--- config.mk ---
export PLATFORM = sky130hd
export DESIGN_NAME = animation_frame_sequencer
export DESIGN_NICKNAME = d
export VERILOG_FILES = /design/src/sv/afs_pkg.sv /design/src/sv/animation_frame_sequencer.sv /design/src/sv/afs_ram.sv /design/src/sv/afs_controller.sv /design/src/sv/afs_datapath.sv
export VERILOG_INCLUDE_DIRS = /design/src /design/src/sv
export SDC_FILE = /design/constraint.sdc
export NUM_CORES = 1
export LEC_CHECK = 0
export ABC_AREA = 1
export BUFFER_PORTS_ARGS = -buffer_cell sky130_fd_sc_hd__buf_2
export CORE_AREA = 5 5 413 415
export DETAILED_ROUTE_END_ITERATION = 10
export DIE_AREA = 0 0 418 420
export GPL_ROUTABILITY_DRIVEN = 0
export PLACE_DENSITY_LB_ADDON = 0.15
export SKIP_CTS_REPAIR_TIMING = 1
export SYNTH_ARGS = -nofsm -noshare
export SYNTH_HDL_FRONTEND = slang
export SYNTH_SLANG_ARGS = --single-unit
--- constraint.sdc ---
create_clock -name clock -period 4.4 [get_ports clock]
set_input_delay 0 -clock clock [delete_from_list [all_inputs] [get_ports clock]]
set_output_delay 0 -clock clock [all_outputs]
set_load 0.01 [all_outputs]
--- src/sv/animation_frame_sequencer_defines.svh ---
// Assertion macros shared by the frame sequencer RTL.
`ifndef ANIMATION_FRAME_SEQUENCER_DEFINES_SVH
`define ANIMATION_FRAME_SEQUENCER_DEFINES_SVH

// same-cycle implication
`define AFS_ASSERT_SAME(lbl, ante, cons, msg) \
   lbl: assert property (@(posedge clock) disable iff (reset) (ante) |-> (cons)) \
      else $error(msg);

// next-cycle implication
`define AFS_ASSERT_NEXT(lbl, ante, cons, msg) \
   lbl: assert property (@(posedge clock) disable iff (reset) (ante) |=> (cons)) \
      else $error(msg);

`endif

--- src/sv/afs_pkg.sv ---
// Shared types and constants for the animation frame sequencer.
package afs_pkg;

   localparam int MAX_FRAMES_DEFAULT = 64;
   localparam int FRAME_SLOTS        = 64;

   localparam int REQ_TDATA_W = 40;
   localparam int REQ_TUSER_W = 2;
   localparam int RSP_TDATA_W = 16;
   localparam int CSR_ADDR_W  = 3;
   localparam int CSR_DATA_W  = 16;

   localparam int TIME_W  = 16;
   localparam int FRAME_W = 6;
   localparam int COUNT_W = 7;
   localparam int ACC_W   = 18;
   localparam int LIM_W   = 17;

   localparam int TS_LSB  = 0;
   localparam int IDX_LSB = 16;
   localparam int EXT_LSB = 22;

   localparam logic [TIME_W-1:0]  BASE_RESET  = 16'd100;
   localparam logic [COUNT_W-1:0] COUNT_RESET = 7'd1;

   typedef enum logic [1:0] {
      REQ_TICK = 2'd0,
      REQ_PLAY = 2'd1,
      REQ_STOP = 2'd2,
      REQ_LOAD = 2'd3
   } afs_req_type;

   localparam logic [CSR_ADDR_W-1:0] CSR_BASE_DURATION = 3'd0;
   localparam logic [CSR_ADDR_W-1:0] CSR_FRAME_COUNT   = 3'd1;
   localparam logic [CSR_ADDR_W-1:0] CSR_LOOP_ENABLE   = 3'd2;
   localparam logic [CSR_ADDR_W-1:0] CSR_YOYO_ENABLE   = 3'd3;
   localparam logic [CSR_ADDR_W-1:0] CSR_START_REVERSE = 3'd4;

   typedef struct packed {
      logic accept;
      logic step;
      logic emit;
   } afs_cmd_type;

   typedef struct packed {
      logic run_ok;
      logic over_limit;
      logic halt;
      logic rsp_free;
   } afs_status_type;

endpackage

--- src/sv/animation_frame_sequencer.sv ---
// Play, stop, load and idle ticks go from the transfer to the emit state, then to the result
// register once the output is free. A running tick makes one fetch/limit/compare pass per limit
// subtraction, plus a last one unless it ends, through the extra-duration table read port.
// One item at a time; the next is taken once the result is in the output register.
// Reset is synchronous: frame 0, stopped, forward, table entries read as zero.
`include "animation_frame_sequencer_defines.svh"

module animation_frame_sequencer #(
   parameter int MAX_FRAMES = afs_pkg::MAX_FRAMES_DEFAULT
) (
   input  logic                            clock,
   input  logic                            reset,
   input  logic                            req_tvalid,
   output logic                            req_tready,
   // timestep[15:0], frame_index[21:16], extra_duration[37:22], zero pad
   input  logic [afs_pkg::REQ_TDATA_W-1:0] req_tdata,
   // req_type[1:0]
   input  logic [afs_pkg::REQ_TUSER_W-1:0] req_tuser,
   output logic                            rsp_tvalid,
   input  logic                            rsp_tready,
   // frame_number[5:0], playing[6], reversing[7], finished[8], zero pad
   output logic [afs_pkg::RSP_TDATA_W-1:0] rsp_tdata,
   input  logic                            csr_we,
   input  logic [afs_pkg::CSR_ADDR_W-1:0]  csr_addr,
   input  logic [afs_pkg::CSR_DATA_W-1:0]  csr_wdata
);
   import afs_pkg::*;

   afs_req_type    req_kind;
   afs_cmd_type    cmd;
   afs_status_type status;

   assign req_kind = afs_req_type'(req_tuser);

   afs_controller u_ctrl (
      .clock      (clock),
      .reset      (reset),
      .req_tvalid (req_tvalid),
      .req_tready (req_tready),
      .req_kind   (req_kind),
      .status     (status),
      .cmd        (cmd)
   );

   afs_datapath #(
      .MAX_FRAMES (MAX_FRAMES)
   ) u_dp (
      .clock      (clock),
      .reset      (reset),
      .req_tdata  (req_tdata),
      .req_kind   (req_kind),
      .csr_we     (csr_we),
      .csr_addr   (csr_addr),
      .csr_wdata  (csr_wdata),
      .cmd        (cmd),
      .status     (status),
      .rsp_tvalid (rsp_tvalid),
      .rsp_tready (rsp_tready),
      .rsp_tdata  (rsp_tdata)
   );

   `AFS_ASSERT_NEXT(a_one_in_flight, req_tvalid && req_tready, !req_tready, "second transfer taken")
   `AFS_ASSERT_SAME(a_emit_free, cmd.emit, !rsp_tvalid || rsp_tready, "result overwritten")
   `AFS_ASSERT_SAME(a_done_stops, rsp_tvalid, !(rsp_tdata[8] && rsp_tdata[6]), "finished while playing")
   `AFS_ASSERT_NEXT(a_emit_valid, cmd.emit, rsp_tvalid, "emit lost")

endmodule

--- src/sv/afs_ram.sv ---
// Generic single-write, single-read RAM with registered read data.
module afs_ram #(
   parameter int WIDTH = 16,
   parameter int DEPTH = 64,
   localparam int AW = (DEPTH > 1) ? $clog2(DEPTH) : 1
) (
   input  logic             clock,
   input  logic             we,
   input  logic [AW-1:0]    waddr,
   input  logic [WIDTH-1:0] wdata,
   input  logic [AW-1:0]    raddr,
   output logic [WIDTH-1:0] rdata
);

   logic [WIDTH-1:0] mem_ff [DEPTH];
   logic [WIDTH-1:0] rdata_ff;

   always_ff @(posedge clock) begin
      if (we) begin
         mem_ff[waddr] <= wdata;
      end
      rdata_ff <= mem_ff[raddr];
   end

   assign rdata = rdata_ff;

endmodule

--- src/sv/afs_controller.sv ---
// Control state machine: accept, per-frame fetch/limit/step loop, result emit.
module afs_controller (
   input  logic                   clock,
   input  logic                   reset,
   input  logic                   req_tvalid,
   output logic                   req_tready,
   input  afs_pkg::afs_req_type   req_kind,
   input  afs_pkg::afs_status_type status,
   output afs_pkg::afs_cmd_type   cmd
);
   import afs_pkg::*;

   typedef enum logic [2:0] {
      S_IDLE,
      S_FETCH,
      S_LIMIT,
      S_STEP,
      S_EMIT
   } state_type;

   state_type state_ff, state_in;
   logic      xfer;

   assign xfer = req_tvalid && (state_ff == S_IDLE);

   always_comb begin
      state_in = state_ff;
      case (state_ff)
         S_IDLE: begin
            if (xfer) begin
               state_in = (req_kind == REQ_TICK && status.run_ok) ? S_FETCH : S_EMIT;
            end
         end
         S_FETCH: state_in = S_LIMIT;
         S_LIMIT: state_in = S_STEP;
         S_STEP: begin
            state_in = (!status.over_limit || status.halt) ? S_EMIT : S_FETCH;
         end
         S_EMIT: begin
            if (status.rsp_free) begin
               state_in = S_IDLE;
            end
         end
         default: state_in = S_IDLE;
      endcase
   end

   always_ff @(posedge clock) begin
      if (reset) begin
         state_ff <= S_IDLE;
      end else begin
         state_ff <= state_in;
      end
   end

   assign req_tready = (state_ff == S_IDLE);
   assign cmd.accept = xfer;
   assign cmd.step   = (state_ff == S_STEP);
   assign cmd.emit   = (state_ff == S_EMIT) && status.rsp_free;

endmodule

--- src/sv/afs_datapath.sv ---
// Datapath: config registers, frame state, extra-duration table, result register.
module afs_datapath #(
   parameter int MAX_FRAMES = afs_pkg::MAX_FRAMES_DEFAULT
) (
   input  logic                              clock,
   input  logic                              reset,
   input  logic [afs_pkg::REQ_TDATA_W-1:0]   req_tdata,
   input  afs_pkg::afs_req_type              req_kind,
   input  logic                              csr_we,
   input  logic [afs_pkg::CSR_ADDR_W-1:0]    csr_addr,
   input  logic [afs_pkg::CSR_DATA_W-1:0]    csr_wdata,
   input  afs_pkg::afs_cmd_type              cmd,
   output afs_pkg::afs_status_type           status,
   output logic                              rsp_tvalid,
   input  logic                              rsp_tready,
   output logic [afs_pkg::RSP_TDATA_W-1:0]   rsp_tdata
);
   import afs_pkg::*;

   localparam int TABLE_DEPTH = (MAX_FRAMES < FRAME_SLOTS) ? MAX_FRAMES : FRAME_SLOTS;
   localparam int AW          = (TABLE_DEPTH > 1) ? $clog2(TABLE_DEPTH) : 1;
   localparam int CAP         = (MAX_FRAMES < 128) ? MAX_FRAMES : 128;
   localparam logic [COUNT_W-1:0] TABLE_DEPTH_W = COUNT_W'(TABLE_DEPTH);
   localparam logic [COUNT_W:0]   CAP_W         = (COUNT_W + 1)'(CAP);

   logic [TIME_W-1:0]  timestep;
   logic [FRAME_W-1:0] frame_index;
   logic [TIME_W-1:0]  extra_duration;

   assign timestep       = req_tdata[TS_LSB  +: TIME_W];
   assign frame_index    = req_tdata[IDX_LSB +: FRAME_W];
   assign extra_duration = req_tdata[EXT_LSB +: TIME_W];

   logic [TIME_W-1:0]      base_ff, base_in;
   logic [COUNT_W-1:0]     fcount_ff, fcount_in;
   logic                   loop_ff, loop_in;
   logic                   yoyo_ff, yoyo_in;
   logic [ACC_W-1:0]       acc_ff, acc_in;
   logic [FRAME_W-1:0]     frame_ff, frame_in;
   logic                   rev_ff, rev_in;
   logic                   at_end_ff, at_end_in;
   logic                   play_ff, play_in;
   logic                   done_ff, done_in;
   logic [TABLE_DEPTH-1:0] valid_ff, valid_in;
   logic                   ext_vld_ff;
   logic [LIM_W-1:0]       lim_ff, lim_in;
   logic                   rsp_valid_ff, rsp_valid_in;
   logic [RSP_TDATA_W-1:0] rsp_data_ff, rsp_data_in;

   logic                   load_we;
   logic [TIME_W-1:0]      ram_rdata;
   logic [COUNT_W:0]       count_n;
   logic [COUNT_W-1:0]     last;
   logic [FRAME_W-1:0]     prev_frame;
   logic [COUNT_W-1:0]     next_frame;
   logic [FRAME_W-1:0]     step_frame;
   logic [LIM_W-1:0]       lim_sum;
   logic                   over;

   assign load_we = cmd.accept && (req_kind == REQ_LOAD)
                    && ({1'b0, frame_index} < TABLE_DEPTH_W);

   afs_ram #(
      .WIDTH (TIME_W),
      .DEPTH (TABLE_DEPTH)
   ) u_table (
      .clock (clock),
      .we    (load_we),
      .waddr (frame_index[AW-1:0]),
      .wdata (extra_duration),
      .raddr (frame_ff[AW-1:0]),
      .rdata (ram_rdata)
   );

   // last frame index from the clamped frame count
   always_comb begin
      count_n = (fcount_ff == '0) ? (COUNT_W + 1)'(1) : {1'b0, fcount_ff};
      if (count_n > CAP_W) begin
         count_n = CAP_W;
      end
      last = COUNT_W'(count_n - (COUNT_W + 1)'(1));
   end

   always_comb begin
      lim_sum = {1'b0, base_ff} + {1'b0, (ext_vld_ff ? ram_rdata : '0)};
      lim_in  = (lim_sum == '0) ? LIM_W'(1) : lim_sum;
   end

   assign over = (acc_ff >= {1'b0, lim_ff});

   // one frame step in the current direction, clamped to 0..last
   always_comb begin
      if (rev_ff) begin
         prev_frame = (frame_ff == '0) ? '0 : frame_ff - FRAME_W'(1);
         step_frame = ({1'b0, prev_frame} > last) ? last[FRAME_W-1:0] : prev_frame;
         next_frame = '0;
      end else begin
         next_frame = ({1'b0, frame_ff} >= last) ? last : {1'b0, frame_ff} + COUNT_W'(1);
         prev_frame = '0;
         step_frame = next_frame[FRAME_W-1:0];
      end
   end

   always_comb begin
      base_in      = base_ff;
      fcount_in    = fcount_ff;
      loop_in      = loop_ff;
      yoyo_in      = yoyo_ff;
      acc_in       = acc_ff;
      frame_in     = frame_ff;
      rev_in       = rev_ff;
      at_end_in    = at_end_ff;
      play_in      = play_ff;
      done_in      = done_ff;
      valid_in     = valid_ff;
      rsp_valid_in = rsp_valid_ff;
      rsp_data_in  = rsp_data_ff;

      if (csr_we) begin
         case (csr_addr)
            CSR_BASE_DURATION: base_in   = csr_wdata;
            CSR_FRAME_COUNT:   fcount_in = csr_wdata[COUNT_W-1:0];
            CSR_LOOP_ENABLE:   loop_in   = csr_wdata[0];
            CSR_YOYO_ENABLE:   yoyo_in   = csr_wdata[0];
            CSR_START_REVERSE: rev_in    = csr_wdata[0];
            default: ;
         endcase
      end

      if (cmd.accept) begin
         case (req_kind)
            REQ_TICK: begin
               if (play_ff && !done_ff) begin
                  acc_in = acc_ff + {2'b0, timestep};
               end
            end
            REQ_PLAY: begin
               if (done_ff) begin
                  done_in   = 1'b0;
                  at_end_in = 1'b0;
                  acc_in    = '0;
                  frame_in  = '0;
               end
               play_in = 1'b1;
            end
            REQ_STOP: play_in = 1'b0;
            REQ_LOAD: begin
               if (load_we) begin
                  valid_in[frame_index[AW-1:0]] = 1'b1;
               end
            end
            default: ;
         endcase
      end

      if (cmd.step && over) begin
         acc_in = acc_ff - {1'b0, lim_ff};
         if (at_end_ff) begin
            if (yoyo_ff) begin
               rev_in    = !rev_ff;
               at_end_in = 1'b0;
            end else if (loop_ff) begin
               frame_in  = rev_ff ? last[FRAME_W-1:0] : '0;
               at_end_in = 1'b0;
            end else begin
               done_in = 1'b1;
               play_in = 1'b0;
            end
         end else begin
            frame_in  = step_frame;
            at_end_in = (step_frame == '0) || ({1'b0, step_frame} == last);
         end
      end

      if (cmd.emit) begin
         rsp_valid_in = 1'b1;
         rsp_data_in  = {7'b0, done_ff, rev_ff, play_ff, frame_ff};
      end else if (rsp_tready) begin
         rsp_valid_in = 1'b0;
      end
   end

   always_ff @(posedge clock) begin
      if (reset) begin
         base_ff      <= BASE_RESET;
         fcount_ff    <= COUNT_RESET;
         loop_ff      <= 1'b0;
         yoyo_ff      <= 1'b0;
         acc_ff       <= '0;
         frame_ff     <= '0;
         rev_ff       <= 1'b0;
         at_end_ff    <= 1'b0;
         play_ff      <= 1'b0;
         done_ff      <= 1'b0;
         valid_ff     <= '0;
         rsp_valid_ff <= 1'b0;
      end else begin
         base_ff      <= base_in;
         fcount_ff    <= fcount_in;
         loop_ff      <= loop_in;
         yoyo_ff      <= yoyo_in;
         acc_ff       <= acc_in;
         frame_ff     <= frame_in;
         rev_ff       <= rev_in;
         at_end_ff    <= at_end_in;
         play_ff      <= play_in;
         done_ff      <= done_in;
         valid_ff     <= valid_in;
         rsp_valid_ff <= rsp_valid_in;
      end
   end

   // payload: table hit flag follows the read address, limit follows read data
   always_ff @(posedge clock) begin
      ext_vld_ff  <= ({1'b0, frame_ff} < TABLE_DEPTH_W) && valid_ff[frame_ff[AW-1:0]];
      lim_ff      <= lim_in;
      rsp_data_ff <= rsp_data_in;
   end

   assign status.run_ok     = play_ff && !done_ff;
   assign status.over_limit = over;
   assign status.halt       = at_end_ff && !yoyo_ff && !loop_ff;
   assign status.rsp_free   = !rsp_valid_ff || rsp_tready;

   assign rsp_tvalid = rsp_valid_ff;
   assign rsp_tdata  = rsp_data_ff;

endmodule
==> flow_summary_export.csv, run 1 <==
group,metric,value,unit
cts,clkSinkCount,1188,
placement,io_buffers,74,
sta,finClkSkew,17.0,ps
grt,gr-max-usage-layer,"met2",
critical_path,timing.critical_path.required,5100,ps
yosys,syn_area,49500,µm²
sta,finalSetupViolCount,0,
run,drv_cap,0,
floorplanning,initial_core_util,29.8,%
yosys,yosysTopAreaCellShare,62.7,%
grt,grt.total_usage,17.7,%
critical_path,crit_top_cell,"nand2_1",
critical_path,slowest_delay,490,ps
sta,period_needed,3970,ps
cts,cts-htree-levels,4,
grt,met1_usage,24.8,%
yosys,ys_seq_area_share,68.9,%
yosys,ys.flop_type,"edfxtp_1",
final_layout,final_cell_mix,"edfxtp_1, nor2_1, o21ai_0, nand2_1, inv_1",
power,p_comb_share,3.6,%
sta,worst_pin_slew,1070,ps
cts,clk_pin_slew_worst_paths,60,ps
yosys,syn_inst,4306,
yosys,synth-seq-cells,1188,
yosys,synth_edf_count,1033,
floorplanning,num_rows,150,
sta,worst_slack,433,ps
yosys,yosysTopAreaCell,"edfxtp_1",
cts,cts_root_buffer,"clkbuf_16",
final_layout,seq_area,34100,µm²
power,power_frac_seq,51.3,%
critical_path,arrival,4660,ps
sta,slew_headroom,28.8,%
sta,rsz0062_at_grt,"no",
critical_path,setup.worst_path.start_class,"flop",
final_layout,nets,4591,
drt,final_antenna_net_count,0,
power,vdd_drop_max,0.332,mV
critical_path,crit_end,"u_dp.at_end_ff$_SDFF_PP0_",
final_layout,layout_commonest_cell,"edfxtp_1",
floorplanning,core_area,166000,µm²
critical_path,slowest_stage,"dfxtp_1",
critical_path,cp.depth,26,
grt,antenna_found_initial,8,
cts,cts_tree,"built",
final_layout,areaGrowthSynthToFinish,16.8,%
cts,clock_latency,760,ps
floorplanning,die_y,420,µm
power,p_per_area,414,nW/µm²
sta,period_share,90.2,%
placement,post-place-ws,291,ps
cts,cts_buffers,137,
power,switching_share,22.0,%
run_status,status,"finished clean",
sta,fin_setup_tns,0,ps
final_layout,final.fill_count,16627,
power,switchingPower,5.27,mW
cts,cts_buffer_depth,3,
yosys,synth.area.top_cells,"edfxtp_1, nor2_1, o21ai_0, dfxtp_1, nand2_1",
critical_path,r2r-start,"u_dp.fcount_ff[6]$_SDFFE_PP0P_",
critical_path,path_class,"flop to flop",
drt,vias,33942,
critical_path,critical_path.startpoint,"u_dp.fcount_ff[6]$_SDFFE_PP0P_",
power,leakage,20.0,nW
power,clkPwrFrac,45.1,%
sta,maxSlewViolCount,0,
floorplanning,ioPinCount,84,
critical_path,r2r_cells,26,
critical_path,reg2reg_to,"u_dp.at_end_ff$_SDFF_PP0_",
grt,grt_pass1_vias,32472,
drt,dr.pass1.iters,5,
power,power,24.0,mW
drt,wl_per_cell,23.5,µm
grt,grt_pass1_wl,230000,µm
floorplanning,fp.dieW,418,µm
grt,gr-total-overflow,0,
yosys,syn_area_per_cell,11.5,µm²
final_layout,multi_input_area,13700,µm²
critical_path,r2r_slack,430,ps
critical_path,critical_path.top_delay_family,"simple AND/OR/NAND/NOR gates",
drt,drtIter0Drc,2882,
sta,hold_viol,0,
drt,viasPerCell,5.01,
floorplanning,die-area,176000,µm²
yosys,ys_types,59,
critical_path,cp_num_buf_inv,5,
drt,drc_errors,0,
min_path,hold_path.class,"primary input to flop",
power,internal-power,18.7,mW
placement,hpwl,93000,µm
critical_path,critPathMaxFanout,11,
grt,gr-usage-met2,28.6,%
sta,fmax,0.252,GHz
yosys,ys_warn_count,0,
critical_path,end_kind,"flop",
grt,grt_max_degree,151,
final_layout,drive_above_1_share,10.6,%
yosys,async_reset_ff_share,0,%
grt,use_met3,2.61,%
drt,wl,159000,µm
-- cells by family (layout without fill, tap and decap cells) --
group	Yosys count	count (layout)	synth area share (%)
xor+xnor	46	46	0.814
flops	1188	1188	68.9
other cells	1	13	0.00757
compound gates	1129	1129	13.2
simple gates	1408	1408	11.6
buf+inv	465	719	3.71
fa+ha+maj	68	68	1.76
mux	1	1	0.0202
-- synth_stat cells (all sizes together), types with 47 or more instances --
cell type  number
o211ai         47
nand2         338
clkbuf        230
o21ai         636
o221ai         95
dfxtp         155
nor2          853
nand3         127
o22ai         180
nand4          56
edfxtp       1033
a21oi         119
inv           194
ha             65
-- stage by stage --
stage | instance area (µm²) | hold slack, ps | cells | utilization, %
global route | 57800 | 1.67 | 6772 | 34.8
floorplan | 49500 | 98.9 | 4312 | -
global placement | 52900 | 266 | 6452 | 31.8
detailed placement | 52900 | 271 | 6452 | 31.8
CTS | 57100 | -550 | 6700 | 34.3
finish | 57800 | 1.50 | 6776 | 34.8
-- flip-flops by register name, indices dropped and copies added, names as in the netlist, 3 cells and up --
name,flops
u_dp.u_table.mem_ff,1024
u_dp.valid_ff,64
u_dp.acc_ff,18
u_dp.lim_ff,17
u_dp.base_ff,16
u_dp.u_table.rdata,16
u_dp.rsp_tdata,9
u_dp.fcount_ff,7
u_dp.frame_ff,6
u_ctrl.state_ff,3
-- worst min path at each step --
stage / start / to / slack (ps) / cells after the start
6_report: req_tdata[34] / u_dp.u_table.mem_ff[46][12]$_DFFE_PP_ / 1 / 2
5_1_grt: req_tdata[34] / u_dp.u_table.mem_ff[46][12]$_DFFE_PP_ / 2 / 2
4_1_cts: reset / u_dp.rsp_tvalid$_SDFFE_PP0P_ / -550 / 2
3_5_place_dp: csr_wdata[2] / u_dp.base_ff[2]$_SDFFE_PP1P_ / 270 / 3
3_3_place_gp: reset / u_ctrl.state_ff[2]$_SDFFE_PP0P_ / 270 / 2
2_1_floorplan: req_tdata[22] / u_dp.u_table.mem_ff[0][0]$_DFFE_PP_ / 100 / 0
-- power groups by stage --
stage	logic, mW	registers, mW	clock network (mW)
floorplan	0.429	12.5	0
global placement	0.826	12.5	0
detailed placement	0.824	12.5	0
CTS	0.827	12.3	11.1
global route	0.965	12.3	11.6
finish	0.869	12.3	10.8
-- routing by layer --
layer / vias to the layer above / wire length, µm
li1: 15937 / -
met1: 16953 / 73900
met2: 867 / 73800
met3: 183 / 7610
met4: 2 / 3980
met5: - / 11
-- area by class of cell --
| class | instances | share of cell area, % |
|---|---|---|
| timing repair buffer | 276 | 3.87 |
| antenna | 6 | 0.0260 |
| sequential | 1188 | 59.0 |
| clock inverter | 52 | 0.727 |
| multi-input combinational | 2659 | 23.7 |
| clock buffer | 196 | 6.58 |
| inverter | 195 | 1.32 |
| tap | 2204 | 4.77 |
-- worst register-to-register path: stages, from the launching register on --
cell,delay [ps]
dfxtp_1,490
inv_4,100
nand2_1,120
inv_1,50
nand2_1,80
nand2_1,160
inv_1,270
ha_1,250
nand2_1,100
xor2_1,320
inv_1,190
ha_1,310
nand2_1,70
inv_1,30
nand2_1,70
nand3_2,240
nand3_2,250
nand2_1,110
nand2_1,70
nand2_1,50
nand2_1,130
nand2_1,60
nor2_1,120
nand3_1,110
nand2_1,70
nor2_1,40
nor2_1,70
Power figures use the tool's default switching activity.
==> run 2: changes to the inputs <==
--- a/config.mk
+++ b/config.mk
@@ -8,9 +8,9 @@
 export LEC_CHECK = 0
 export ABC_AREA = 1
 export BUFFER_PORTS_ARGS = -buffer_cell sky130_fd_sc_hd__buf_2
-export CORE_AREA = 5 5 413 415
+export CORE_AREA = 5 5 338 340
 export DETAILED_ROUTE_END_ITERATION = 10
-export DIE_AREA = 0 0 418 420
+export DIE_AREA = 0 0 343 345
 export GPL_ROUTABILITY_DRIVEN = 0
 export PLACE_DENSITY_LB_ADDON = 0.15
 export SKIP_CTS_REPAIR_TIMING = 1
==> run 2 against run 1 <==
Net effect:
- the run now ends with hold timing left
- clock power decreased by 4%
- first-iteration DRC count is 30% higher
- clock-buffer cell count fell by 27
- largest power group unchanged
==> flow_summary_export.csv, run 2 (same netlist as run 1, synthesis figures left out) <==
group,metric,value,unit
run_status,status,"finished with violations",
run_status,failed_checks,"hold timing",
critical_path,r2r_slack,420,ps
grt,antenna_found_initial,4,
drt,drtIter0Drc,3733,
critical_path,crit_top_cell,"nand2_1",
final_layout,largest_register_ffs,1024,
power,leakage,19.7,nW
grt,gr-total-overflow,0,
sta,fin_setup_tns,0,ps
sta,finalSetupViolCount,0,
min_path,min-delay-start,"req_tdata[2]",
floorplanning,die-area,118000,µm²
critical_path,critical_path.top_delay_family,"simple AND/OR/NAND/NOR gates",
power,p_comb_share,3.5,%
drt,wl,144000,µm
grt,grt_pass1_wl,210000,µm
final_layout,areaGrowthSynthToFinish,13.7,%
critical_path,end_kind,"flop",
power,switching_share,21.2,%
cts,cts_buffer_depth,3,
grt,grt.total_usage,23.4,%
final_layout,multi_input_area,13700,µm²
final_layout,final_cells,6002,
cts,clk_pin_slew_worst_paths,60,ps
sta,period_share,90.5,%
final_layout,nets,4527,
min_path,holdPathStages,5,
final_layout,final.fill_count,9840,
power,clkPwrFrac,44.3,%
final_layout,layout_commonest_cell,"edfxtp_1",
critical_path,arrival,4640,ps
cts,cts_root_buffer,"clkbuf_16",
critical_path,slowest_delay,500,ps
final_layout,reg_top3,"u_dp.u_table.mem_ff x1024, u_dp.valid_ff x64, u_dp.acc_ff x18",
final_layout,regMostFlops,"u_dp.u_table.mem_ff",
critical_path,timing.critical_path.required,5060,ps
critical_path,setup.worst_path.start_class,"flop",
critical_path,path_class,"flop to flop",
power,switchingPower,5.00,mW
final_layout,drive_above_1_share,10.1,%
cts,clkSinkCount,1188,
final_layout,seq_area,34100,µm²
drt,vias,34302,
placement,post-place-ws,278,ps
cts,clock_latency,730,ps
sta,maxSlewViolCount,0,
sta,period_needed,3980,ps
placement,hpwl,80000,µm
critical_path,slowest_stage,"dfxtp_1",
drt,drc_errors,0,
floorplanning,core_area,111000,µm²
critical_path,cp.depth,25,
placement,placed_cells,5730,
floorplanning,num_rows,123,
final_layout,final_cell_mix,"edfxtp_1, nor2_1, o21ai_0, nand2_1, inv_1",
final_layout,final_util,50.6,%
critical_path,cp_num_buf_inv,5,
sta,fmax,0.251,GHz
floorplanning,die_y,345,µm
cts,cts-htree-levels,3,
power,internal-power,18.6,mW
placement,io_buffers,74,
power,power,23.6,mW
critical_path,critical_path.startpoint,"u_dp.fcount_ff[6]$_SDFFE_PP0P_",
drt,viasPerCell,5.72,
sta,slew_headroom,19.5,%
drt,dr.pass1.iters,5,
sta,worst_slack,417,ps
critical_path,critPathMaxFanout,9,
grt,grt_max_degree,197,
floorplanning,initial_core_util,44.5,%
min_path,hold_path.class,"primary input to flop",
sta,worst_pin_slew,1210,ps
power,p_per_area,419,nW/µm²
critical_path,crit_end,"u_dp.at_end_ff$_SDFF_PP0_",
cts,cts_buffers,119,
power,power_frac_seq,52.2,%
drt,wl_per_cell,23.9,µm
sta,rsz0062_at_grt,"no",
critical_path,r2r-start,"u_dp.fcount_ff[6]$_SDFFE_PP0P_",
sta,finClkSkew,47.3,ps
floorplanning,ioPinCount,84,
power,vdd_drop_max,0.376,mV
floorplanning,fp.dieW,343,µm
cts,cts_tree,"built",
drt,final_antenna_net_count,0,
sta,hold_ws,-69.6,ps
critical_path,r2r_cells,25,
sta,hold_viol,5,
grt,grt_pass1_vias,31564,
critical_path,reg2reg_to,"u_dp.at_end_ff$_SDFF_PP0_",
run,drv_cap,0,
run 2: how the worst min path moves through the flow:
stage / end / slack (ps)
final: u_dp.acc_ff[2]$_SDFFE_PP0P_ / -70
after global routing: u_dp.acc_ff[8]$_SDFFE_PP0P_ / 4
after CTS: u_dp.base_ff[2]$_SDFFE_PP1P_ / -530
after detailed placement: u_dp.base_ff[2]$_SDFFE_PP1P_ / 230
after global placement: u_dp.base_ff[2]$_SDFFE_PP1P_ / 250
after floorplan: u_dp.u_table.mem_ff[0][0]$_DFFE_PP_ / 100
run 2: area by class of cell:
cell class                 count  share of cell area (%)
sequential                  1188                    60.7
clock buffer                 169                    5.93
clock inverter                59                    1.29
antenna                        2                 0.00889
multi-input combinational   2659                    24.3
timing repair buffer         230                    3.15
tap                         1500                    3.34
inverter                     195                    1.35
run 2: through the flow:
stage,area [µm²],hold slack (ps)
final,56300,-69.6
after global routing,56300,3.81
after CTS,55800,-530
after detailed placement,51800,230
after global placement,51800,246
after floorplan,49500,98.9
run 2: metal layers:
metal | global-route usage, % | share of wire [%] | vias up
met5 | 0 | 0 | -
met4 | 6.96 | 2.8 | 0
met3 | 3.12 | 7.4 | 199
met2 | 36.5 | 46 | 1256
met1 | 34.5 | 44 | 17059
li1 | - | - | 15788
run 2: worst register-to-register path: stages, from the launching register on:
cell and delay (ps):
dfxtp_1 500, inv_4 90, nand2_1 120, inv_1 50
nand2_1 70, nand2_1 130, inv_1 220, ha_1 270
nand2_1 110, xor2_1 370, inv_1 200, ha_1 320
nand3_1 90, inv_1 140, nand4_1 170, nand2_4 170
nand2_4 110, nand2_1 70, nand3_1 90, nand2_1 180
nand2_1 80, nor2_1 130, nand3_1 80, nand2_1 60
nor2_1 50, nor2_1 70
run 2: power groups by stage:
| stage | Clock (mW) | Combinational, mW | Sequential (mW) |
|---|---|---|---|
| after floorplan | 0 | 0.429 | 12.5 |
| after global placement | 0 | 0.789 | 12.5 |
| after detailed placement | 0 | 0.795 | 12.5 |
| after CTS | 10.6 | 0.797 | 12.3 |
| after global routing | 11.1 | 0.917 | 12.3 |
| final | 10.4 | 0.835 | 12.3 |
